`config.mk`:
```
export PLATFORM = sky130hd
export DESIGN_NAME = defended_set_closure
export DESIGN_NICKNAME = d
export VERILOG_FILES = /design/src/hdl/dsc_pkg.sv /design/src/hdl/dsc_cell.sv /design/src/hdl/dsc_chain.sv /design/src/hdl/defended_set_closure.sv
export SDC_FILE = /design/constraint.sdc
export NUM_CORES = 2
export LEC_CHECK = 0
export BUFFER_PORTS_ARGS = -buffer_cell sky130_fd_sc_hd__buf_2
export CAP_MARGIN = 20
export CORE_ASPECT_RATIO = 0.75
export CORE_MARGIN = 1.5
export CORE_UTILIZATION = 58
export CTS_BUF_LIST = sky130_fd_sc_hd__clkbuf_8
export DETAILED_ROUTE_END_ITERATION = 6
export HOLD_SLACK_MARGIN = 0.15
export PLACE_DENSITY_LB_ADDON = 0.12
export SYNTH_ARGS = -nofsm -noshare
export SYNTH_HDL_FRONTEND = slang
export SYNTH_SLANG_ARGS = --single-unit
```
`constraint.sdc`:
```
create_clock -name clk -period 4.55 [get_ports clk]
set_input_delay 0.455 -clock clk [delete_from_list [all_inputs] [get_ports clk]]
set_output_delay 0.455 -clock clk [all_outputs]
set_load 0.02 [all_outputs]
```
`src/hdl/dsc_pkg.sv`:
```
// shared types, constants and helper functions of the defended set closure block
// used by every module under hdl; depends on nothing else
`timescale 1ns / 1ps

package dsc_pkg;

  // argument count of the stored graph and the fixed lane width of the mask fields
  localparam int ARGS  = 32;
  localparam int LANES = 32;
  localparam int ROWS  = (ARGS < LANES) ? ARGS : LANES;

  localparam int IDX_W   = 5;
  localparam int MODE_W  = 2;
  localparam int CFG_W   = 6;
  localparam int COUNT_W = 6;
  localparam int CNT_W   = $clog2(ROWS);

  localparam logic [MODE_W-1:0] MODE_LOAD    = 2'd0;
  localparam logic [MODE_W-1:0] MODE_SEED    = 2'd1;
  localparam logic [MODE_W-1:0] MODE_CLEAR   = 2'd2;
  localparam logic [MODE_W-1:0] MODE_COMPUTE = 2'd3;

  localparam logic [CFG_W-1:0] ACTIVE_RESET = 6'd32;

  typedef struct packed {
    logic [MODE_W-1:0] mode;
    logic [IDX_W-1:0]  arg_index;
    logic [LANES-1:0]  row_bits;
  } dsc_in_t;

  typedef struct packed {
    logic [LANES-1:0]   closure_mask;
    logic [COUNT_W-1:0] member_count;
  } dsc_out_t;

  // per-round control seen by the whole chain
  typedef struct packed {
    logic             load;
    logic [IDX_W-1:0] idx;
    logic             pass_bad;
    logic [LANES-1:0] cur;
    logic [LANES-1:0] hit;
    logic [LANES-1:0] act;
  } dsc_chain_ctl_t;

  // the slice of that control one cell needs
  typedef struct packed {
    logic wr_en;
    logic pass_bad;
    logic cur_bit;
    logic hit_bit;
    logic act_bit;
  } dsc_cell_ctl_t;

  function automatic logic [LANES-1:0] active_mask(logic [CFG_W-1:0] n);
    logic [LANES-1:0] m;
    for (int j = 0; j < LANES; j++) begin
      m[j] = (j < int'(n)) && (j < ROWS);
    end
    return m;
  endfunction

  // count per byte, then add the four byte counts
  function automatic logic [COUNT_W-1:0] pop_count(logic [LANES-1:0] v);
    logic [3:0]         byte_cnt;
    logic [COUNT_W-1:0] total;
    total = '0;
    for (int b = 0; b < LANES / 8; b++) begin
      byte_cnt = '0;
      for (int k = 0; k < 8; k++) begin
        byte_cnt = byte_cnt + 4'(v[b*8+k]);
      end
      total = total + COUNT_W'(byte_cnt);
    end
    return total;
  endfunction

endpackage

```
`src/hdl/dsc_cell.sv`:
```
// one chain cell: holds the attack row of one argument and ors it into the
// accumulator passed down the chain; uses dsc_pkg
`timescale 1ns / 1ps

module dsc_cell import dsc_pkg::*; (
  input  logic             clk,
  input  logic             rst_n,
  input  dsc_cell_ctl_t    ctl,
  input  logic [LANES-1:0] wr_row,
  input  logic [LANES-1:0] acc_in,
  output logic [LANES-1:0] acc_out
);

  logic [LANES-1:0] row_r, row_nxt;
  logic [LANES-1:0] acc_r, acc_nxt;
  logic             sel;

  always_comb begin
    row_nxt = ctl.wr_en ? wr_row : row_r;
    // hit pass: rows of members; bad pass: rows of active, undefended attackers
    sel     = ctl.pass_bad ? (ctl.act_bit & ~ctl.hit_bit) : (ctl.cur_bit & ctl.act_bit);
    acc_nxt = acc_in | (sel ? row_r : '0);
  end

  always_ff @(posedge clk) begin
    if (!rst_n) begin
      row_r <= '0;
    end else begin
      row_r <= row_nxt;
    end
  end

  always_ff @(posedge clk) begin
    acc_r <= acc_nxt;
  end

  assign acc_out = acc_r;

endmodule

```
`src/hdl/dsc_chain.sv`:
```
// row of dsc_cell instances, one per argument, with the accumulator rippling
// one cell per cycle; uses dsc_pkg and dsc_cell
`timescale 1ns / 1ps

module dsc_chain import dsc_pkg::*; (
  input  logic             clk,
  input  logic             rst_n,
  input  dsc_chain_ctl_t   ctl,
  input  logic [LANES-1:0] wr_row,
  output logic [LANES-1:0] acc_out
);

  logic [LANES-1:0] acc [ROWS+1];

  assign acc[0] = '0;

  for (genvar i = 0; i < ROWS; i++) begin : g_cell
    dsc_cell_ctl_t cctl;

    always_comb begin
      cctl.wr_en    = ctl.load && (ctl.idx == IDX_W'(i));
      cctl.pass_bad = ctl.pass_bad;
      cctl.cur_bit  = ctl.cur[i];
      cctl.hit_bit  = ctl.hit[i];
      cctl.act_bit  = ctl.act[i];
    end

    dsc_cell u_cell (
      .clk     (clk),
      .rst_n   (rst_n),
      .ctl     (cctl),
      .wr_row  (wr_row),
      .acc_in  (acc[i]),
      .acc_out (acc[i+1])
    );
  end

  // the last cell holds the full or once steady inputs rippled through all cells
  assign acc_out = acc[ROWS];

endmodule

```
`src/hdl/defended_set_closure.sv`:
```
// top level of the defended set closure block: item decode, seed and closure
// registers, round sequencer and result register; uses dsc_pkg and dsc_chain
//
// usage
//   in channel (in_valid / in_stall / in_data) carries one item per accept:
//   load an attack row, add a seed, clear the seeds, or compute the closure.
//   out channel (out_valid / out_stall / out_data) returns one item per
//   compute: the closure mask and its member count. cfg channel
//   (cfg_valid / cfg_ready / cfg_data) writes the active argument count;
//   it is always ready and is meant to be written while the block is idle.
// item handling
//   load, seed and clear items are accepted back to back.
//   a compute runs rounds over the cell chain; each round is a hit pass and
//   its capture state, then a defense pass and its capture state. rounds
//   run until the set stops growing, 1 to ROWS+1 of them.
// reset and stalls
//   synchronous reset clears all rows, the seeds and the closure and sets the
//   active count to 32. a stalled result holds on out_data; the block keeps
//   taking loads meanwhile, and a finished compute waits until the result
//   register is free.
`timescale 1ns / 1ps

module defended_set_closure import dsc_pkg::*; (
  input  logic             clk,
  input  logic             rst_n,
  input  logic             in_valid,
  output logic             in_stall,
  input  dsc_in_t          in_data,
  output logic             out_valid,
  input  logic             out_stall,
  output dsc_out_t         out_data,
  input  logic             cfg_valid,
  output logic             cfg_ready,
  input  logic [CFG_W-1:0] cfg_data
);

  typedef enum logic [5:0] {
    ST_IDLE = 6'b000001,
    ST_HIT  = 6'b000010,
    ST_HCAP = 6'b000100,
    ST_BAD  = 6'b001000,
    ST_BCAP = 6'b010000,
    ST_FIN  = 6'b100000
  } state_t;

  localparam logic [CNT_W-1:0] CNT_LAST = CNT_W'(ROWS - 1);

  state_t           state_r, state_nxt;
  logic [CNT_W-1:0] cnt_r, cnt_nxt;
  logic [CFG_W-1:0] act_cnt_r, act_cnt_nxt;
  logic [LANES-1:0] seed_r, seed_nxt;
  logic [LANES-1:0] cur_r, cur_nxt;
  logic [LANES-1:0] hit_r, hit_nxt;
  logic             out_valid_r, out_valid_nxt;
  dsc_out_t         out_data_r, out_data_nxt;

  logic             in_acc;
  logic [LANES-1:0] act;
  logic [LANES-1:0] chain_acc;
  logic [LANES-1:0] next_set;
  dsc_chain_ctl_t   chain_ctl;

  assign in_stall  = (state_r != ST_IDLE);
  assign in_acc    = in_valid && !in_stall;
  assign cfg_ready = 1'b1;
  assign act       = active_mask(act_cnt_r);
  // add every active argument that no undefended active attacker reaches
  assign next_set  = cur_r | (act & ~chain_acc);

  always_comb begin
    chain_ctl.load     = in_acc && (in_data.mode == MODE_LOAD);
    chain_ctl.idx      = in_data.arg_index;
    chain_ctl.pass_bad = (state_r == ST_BAD);
    chain_ctl.cur      = cur_r;
    chain_ctl.hit      = hit_r;
    chain_ctl.act      = act;
  end

  dsc_chain u_chain (
    .clk     (clk),
    .rst_n   (rst_n),
    .ctl     (chain_ctl),
    .wr_row  (in_data.row_bits),
    .acc_out (chain_acc)
  );

  always_comb begin
    state_nxt     = state_r;
    cnt_nxt       = cnt_r;
    act_cnt_nxt   = act_cnt_r;
    seed_nxt      = seed_r;
    cur_nxt       = cur_r;
    hit_nxt       = hit_r;
    out_valid_nxt = out_valid_r && out_stall;
    out_data_nxt  = out_data_r;

    if (cfg_valid && cfg_ready) begin
      act_cnt_nxt = cfg_data;
    end

    unique case (state_r)
      ST_IDLE: begin
        if (in_acc) begin
          unique case (in_data.mode)
            MODE_SEED: begin
              if (int'(in_data.arg_index) < ROWS) begin
                seed_nxt = seed_r | (LANES'(1) << in_data.arg_index);
              end
            end
            MODE_CLEAR: begin
              seed_nxt = '0;
            end
            MODE_COMPUTE: begin
              cur_nxt   = seed_r & act;
              cnt_nxt   = '0;
              state_nxt = ST_HIT;
            end
            default: begin
              // row loads are written in the chain
            end
          endcase
        end
      end
      ST_HIT: begin
        cnt_nxt = cnt_r + CNT_W'(1);
        if (cnt_r == CNT_LAST) begin
          state_nxt = ST_HCAP;
        end
      end
      ST_HCAP: begin
        hit_nxt   = chain_acc;
        cnt_nxt   = '0;
        state_nxt = ST_BAD;
      end
      ST_BAD: begin
        cnt_nxt = cnt_r + CNT_W'(1);
        if (cnt_r == CNT_LAST) begin
          state_nxt = ST_BCAP;
        end
      end
      ST_BCAP: begin
        if (next_set == cur_r) begin
          state_nxt = ST_FIN;
        end else begin
          cur_nxt   = next_set;
          cnt_nxt   = '0;
          state_nxt = ST_HIT;
        end
      end
      ST_FIN: begin
        if (!out_valid_r || !out_stall) begin
          out_valid_nxt             = 1'b1;
          out_data_nxt.closure_mask = cur_r;
          out_data_nxt.member_count = pop_count(cur_r);
          state_nxt                 = ST_IDLE;
        end
      end
      default: begin
        state_nxt = ST_IDLE;
      end
    endcase
  end

  always_ff @(posedge clk) begin
    if (!rst_n) begin
      state_r     <= ST_IDLE;
      cnt_r       <= '0;
      act_cnt_r   <= ACTIVE_RESET;
      seed_r      <= '0;
      cur_r       <= '0;
      hit_r       <= '0;
      out_valid_r <= 1'b0;
    end else begin
      state_r     <= state_nxt;
      cnt_r       <= cnt_nxt;
      act_cnt_r   <= act_cnt_nxt;
      seed_r      <= seed_nxt;
      cur_r       <= cur_nxt;
      hit_r       <= hit_nxt;
      out_valid_r <= out_valid_nxt;
    end
  end

  always_ff @(posedge clk) begin
    out_data_r <= out_data_nxt;
  end

  assign out_valid = out_valid_r;
  assign out_data  = out_data_r;

endmodule

```
# Word-level counts from Yosys, hierarchy flattened
# Cells that the tools add are included.
[totals] register_bits=2200 in_bits=50 word_cells=450
[op_classes] add_sub_neg=32 n_lt_le_gt_ge=32 n_eq_ne=49 n_shift=1 n_mux=81 n_bitwise=132 reduce_logical=50
[ops] operator="32-bit two-way mux" count=34
[ops] operator="32-bit bitwise OR" count=33
[ops] operator="32-bit case mux with 2 select lines" count=2
[ops] operator="5-bit by 6-bit less-than comparator with 1-bit output (first input constant)" count=16
[ops] operator="5-bit equality test (second input constant)" count=17
[ops] operator="4-bit by 1-bit adder with 4-bit output" count=16
[ops] operator="1-bit bitwise AND" count=64
[ops] operator="32-bit bitwise AND" count=2
[ops] operator="4-bit by 6-bit less-than comparator with 1-bit output (first input constant)" count=8
[ops] operator="5-bit by 4-bit equality test with 1-bit output (second input constant)" count=8
[ops] operator="6-bit two-way mux" count=6
[ops] operator="6-bit case mux with 6 select lines" count=1
[ops] operator="1-bit logical AND" count=35
[ops] operator="1-bit two-way mux" count=34
[ops] operator="32-bit equality test" count=1
[ops] operator="1-bit NOT" count=32
[ops] operator="32-bit NOT" count=1
[ops] operator="1-bit by 5-bit left shift with 32-bit output (first input constant)" count=1
[ops] operator="3-bit by 6-bit less-than comparator with 1-bit output (first input constant)" count=4
[ops] operator="5-bit by 3-bit equality test with 1-bit output (second input constant)" count=4
[ops] operator="5-bit case mux with 4 select lines" count=1
[ops] operator="3-bit by 1-bit adder with 4-bit output" count=4
[ops] operator="5-bit two-way mux" count=3
[ops] operator="2-bit by 1-bit adder with 3-bit output" count=4
[ops] operator="31 further kinds" count=46

# Longest topological paths before layout
[depth] ltp_word=10 mapped_depth=16 depth_no_buf=16

# Modules after synthesis
# Synthesis repeated with hierarchy kept, for this count alone.
[hier_totals] cells_unflattened=6386 hier_area_um2=76861.2
[by_module_without_submodules] module="dsc_cell" n_inst=32 cells_each=173 area_each_um2=2169.6 seq_area_each_um2=1281.2
[by_module_without_submodules] module="defended_set_closure" n_inst=1 cells_each=802 area_each_um2=7196.9 seq_area_each_um2=3423.3
[by_module_without_submodules] module="dsc_chain" n_inst=1 cells_each=48 area_each_um2=237.7 seq_area_each_um2=0.0

# Worst setup path after synthesis
# No wires, ideal clock.
[synth_timing] path_kind="register to register" startpoint="reg cur_r[23]" endpoint="reg out_data_r (netlist bit out_data[4]) (data pin)" setup_ps=258 t_arrival_ps=4463 required_time_ps=4292 slack_ps=-170 path_stages_with_launch=16 period_less_slack_ps=4720 path_cell_list="dfxtp_1 > inv_1 > fa_1 > fa_1 > inv_1 > fa_1 > inv_1 > fa_1 > fa_1 > fa_1 > inv_1 > ha_1 > fa_1 > a21o_1 > a21oi_1 > xnor2_1"
[synth_between] elab_chain_len=3
[synth_rtl] item="start: declaration" line_no="defended_set_closure.sv:52" source="logic [LANES-1:0] cur_r, cur_nxt;"
[synth_rtl] item="start signal: assignment" line_no="defended_set_closure.sv:178" source="cur_r <= cur_nxt;"
[synth_rtl] item="4-bit by 1-bit adder with 4-bit output" line_no="dsc_pkg.sv:71" source="byte_cnt = byte_cnt + 4'(v[b*8+k]);"
[synth_rtl] item="5-bit by 4-bit adder with 6-bit output" line_no="dsc_pkg.sv:73" source="total = total + COUNT_W'(byte_cnt);"
[synth_rtl] item="6-bit by 4-bit adder with 6-bit output" line_no="dsc_pkg.sv:73"
[synth_rtl] item="end signal: assignment" line_no="defended_set_closure.sv:185" source="out_data_r <= out_data_nxt;"
[synth_rtl] item="end: declaration" line_no="defended_set_closure.sv:55" source="dsc_out_t out_data_r, out_data_nxt;"
# Every way passes these cells.
# A chain may end at the register's enable or synchronous reset.

# Final worst setup path
[layout_timing] startpoint="reg cur_r[25]" endpoint="reg out_data_r (netlist bit out_data[4]) (data pin)"
[layout_between] elab_chain_len=8
[layout_rtl] item="1-bit by 1-bit adder with 2-bit output" line_no="dsc_pkg.sv:71"
[layout_rtl] item="2-bit by 1-bit adder with 3-bit output" line_no="dsc_pkg.sv:71"
[layout_rtl] item="3-bit by 1-bit adder with 4-bit output" line_no="dsc_pkg.sv:71"
[layout_rtl] item="4-bit by 1-bit adder with 4-bit output (4 in a row)" line_no="dsc_pkg.sv:71"
[layout_rtl] item="6-bit by 4-bit adder with 6-bit output" line_no="dsc_pkg.sv:73"
# Every way passes these cells.

==> flow_summary.ini <==
[run_status]
status = finished, violations left
violations = negative setup slack

[hold_path]
holdPathEnd = u_chain.g_cell[15].u_cell.acc_out[5]$_DFF_P_
holdCritStartpoint = u_chain.g_cell[14].u_cell.acc_out[5]$_DFF_P_
hp-class = flip-flop to flip-flop
min_path_cells = 1

[timing]
tightest_slew_ns = 1.18
max_freq_mhz = 217
maxSlewViolCount = 0
skew_ns = 0.0743
finalCriticalPeriod_ns = 4.60
fin_crit_sh = 1.01
slew_headroom = 0.213
setup_viol = 2
finalHoldViolations = 0
hold_ws_ns = 0.353
fin_ws_ns = -0.0533
rsz0062_at_grt = yes

[synthesis]
synthArstFlopShare = 0
yosys_warnings = 0
synth.area.mux_share = 0.000695
synth_edf_count = 38
synth_top_area_cell = dfxtp_1
synth_xor_area_frac = 0.000487
yosysSeqAreaShare = 0.617
yosysTopAreaCellShare = 0.601
synth.area.top_cells = dfxtp_1, nand2_1, a21o_1
synth_top_family_by_area = compound AO/OA/AOI/OAI gates
synth_fp_nets = 7778
ys_ff_latch = 2200
synthCells = 7692
syn_area_sq_mm = 0.0720
synth_compound_area_frac = 0.203
synth.avg_cell_area_sq_um = 9.36
synthSimpleGateAreaFrac = 0.135
synthFlopType = dfxtp_1
ys_types = 63
synthAdderAreaFrac = 0.00876

[drt]
dr.pass1.iters = 6
wl_per_cell_microns = 20.0
drc = 0
dr.first_iter.drc_count = 4966
vias = 53528
antenna_left = 0
viasPerCell = 5.57
routed_wl_mm = 192

[global_route]
grt_pass1_wl_mm = 297
grt_overflow_total = 0
grt_start_max_net_pins = 124
antenna_found_initial = 6
grt_pass1_vias = 51996
grt_usage = 0.298

[cts]
numCtsBuffers = 328
htreeDepth = 5
cts_max_path_buffers = 4
cts_root_buf = clkbuf_8
clk_pin_slew_worst_paths_ns = 0.07
cts_tree = yes
cts.sinks = 2200
clk_latency_ns = 1.02

[cells_and_area]
regArea_sq_mm = 0.0444
drive_above_1_share = 0.102
nFillCells = 9768
finalInstanceArea_sq_mm = 0.0807
multiInputGateArea_sq_mm = 0.0252
layout.nets = 7847
final_util = 0.658
area_delta_synth_final_pct = 12.1

[worst_setup_path]
cp.required_ns = 5.28
path_cells = inv_2 > fa_1 > fa_1 > inv_1 > fa_1 > inv_1 > fa_1 > fa_1 > fa_1 > inv_1 > ha_2 > fa_2 > a21o_1 > a21oi_2 > xnor2_1
worstPathArrival_ns = 5.33
critPathMaxFanout = 2
cpLargestDelayFamily = adder cells
crit_type = flip-flop to flip-flop
worstReg2RegEnd = out_data[4]$_DFFE_PP_
critPathSlowestCell = fa_1
slowest_delay_ns = 0.51
rrSetupSlack_ns = -0.05
r2r_cells = 15
cpMostUsedCell = fa_1
crit_buf_inv = 4
start_kind = flip-flop
worstReg2RegStart = cur_r[25]$_SDFFE_PN0P_
crit_path_end_kind = flip-flop

[floorplanning]
rows = 111
die_area_sq_mm = 0.126
start_util = 0.587
io_pins = 91
core_area_sq_mm = 0.123
die_h_microns = 308
die-width_microns = 410

[placed_design]
globalplace.congestion = 0.941
io_buffers = 89
pre_cts_slack_ns = -0.101
hpwl_mm = 112
placed_area_sq_mm = 0.0736

[pwr]
power_w = 0.0414
cellLeakagePower_nw = 37.6
power_density_mw_per_mm2 = 512
ir_worst_vdd_uv = 1640

[flow_run]
maxCapViolations = 0
## stage by stage
stage,setup TNS (ns),instances
finish,-0.0977,9608
global route,-0.276,9606
CTS,-0.0746,9593
detailed placement,-0.101,9002
global placement,-0.0316,8998
floorplan,0,7692
## final cells by class
cell class                 instances  area share
antenna                            6    0.000186
timing repair buffer             311      0.0313
inverter                          47     0.00228
tap                             1638      0.0254
sequential                      2200       0.550
clock buffer                     408      0.0696
clock inverter                   125     0.00874
multi-input combinational       4873       0.312
## flip-flops by register name, summed over array words and instances, names as in the netlist
name,flops
u_chain.g_cell.u_cell.acc_out,1024
u_chain.g_cell.u_cell.row_r,1024
seed_r,32
state_r,6
out_data,38
hit_r,32
out_valid,1
cur_r,32
act_cnt_r,6
cnt_r,5
## what timing repair did
| item | CTS | global route |
|---|---|---|
| setup buffers | 0 | 2 |
| setup endpoints to repair | 2 | 4 |
| pin swaps | 2 | 4 |
| hold buffers | 58 | 1 |
| endpoints found under the hold margin | 881 | 27 |
| gates cloned | 0 | 0 |
| resized for setup | 2 | 3 |
## cell usage after synthesis (3+ instances only)
cell,count
a211oi_2,24
and3_1,3
edfxtp_1,38
o32ai_1,3
a21oi_1,1209
buf_2,164
ha_1,12
a221oi_1,4
a22oi_1,5
nand3b_1,4
mux2i_1,5
o21ai_1,3
or2_2,7
inv_1,45
clkbuf_1,404
o211ai_1,13
o21a_1,4
nand2b_1,4
nor2_2,22
or3_1,7
nor2_1,184
a211o_1,4
a311oi_1,4
a31oi_1,4
a211oi_1,25
fa_1,24
nand4_1,4
nor2b_1,5
nand2_1,2183
nor4_1,6
dfxtp_1,2162
o21ai_0,14
nor3_1,11
and2_1,36
nand3_1,14
a21o_1,996
nor4_2,3
## layout by cell type, fill, tap and decap left out, types with 14 or more instances in the layout
cell,Yosys,routed
inv_1,45,139
clkinv_2,0,14
nand3_1,14,14
dlygate4sd3_1,0,59
o21ai_0,14,14
nor2_2,22,55
fa_1,24,23
edfxtp_1,38,38
a21o_1,996,996
dfxtp_1,2162,2157
clkbuf_8,0,409
a211oi_2,24,24
and2_1,36,36
nand2_1,2183,2183
buf_2,164,89
a21oi_1,1209,1198
nor2_1,184,148
a211oi_1,25,25
buf_4,1,144
## kinds of logic (layout without fill, tap and decap cells)
logic type,Yosys count,after routing
simple gates,2498,2498
compound gates,2329,2329
flops,2200,2200
buf+inv,619,891
fa+ha+maj,36,36
mux,5,5
xor+xnor,4,4
other cells,1,7
## where the power goes
part	leakage [nW]	switching [W]	total, W	internal [W]
logic	16.2	0.00389	0.00579	0.00190
clock network	3.62	0.00716	0.0156	0.00840
registers	17.8	0.000240	0.0200	0.0198
## worst max-delay path by stage
stage | from | to | slack (ns) | depth (start not counted)
5_1_grt | cur_r[23]$_SDFFE_PN0P_ | out_data[4]$_DFFE_PP_ | -0.14 | 15
4_1_cts | cur_r[23]$_SDFFE_PN0P_ | out_data[4]$_DFFE_PP_ | -0.07 | 15
2_1_floorplan | cur_r[27]$_SDFFE_PN0P_ | out_data[4]$_DFFE_PP_ | 0.02 | 15
3_3_place_gp | cur_r[27]$_SDFFE_PN0P_ | out_data[4]$_DFFE_PP_ | -0.03 | 15
6_report | cur_r[25]$_SDFFE_PN0P_ | out_data[4]$_DFFE_PP_ | -0.05 | 15
3_5_place_dp | cur_r[25]$_SDFFE_PN0P_ | out_data[4]$_DFFE_PP_ | -0.10 | 15
## layer usage
layer	vias to the layer above	wire [microns]	GRT usage	part of all wire
met3	318	12800	0.0460	0.067
li1	25517	-	-	-
met4	2	4050	0.0910	0.021
met2	1670	87500	0.473	0.46
met5	-	9	0	0.000047
met1	26021	87500	0.420	0.46
Note: power is estimated with default switching activity, not from simulation.
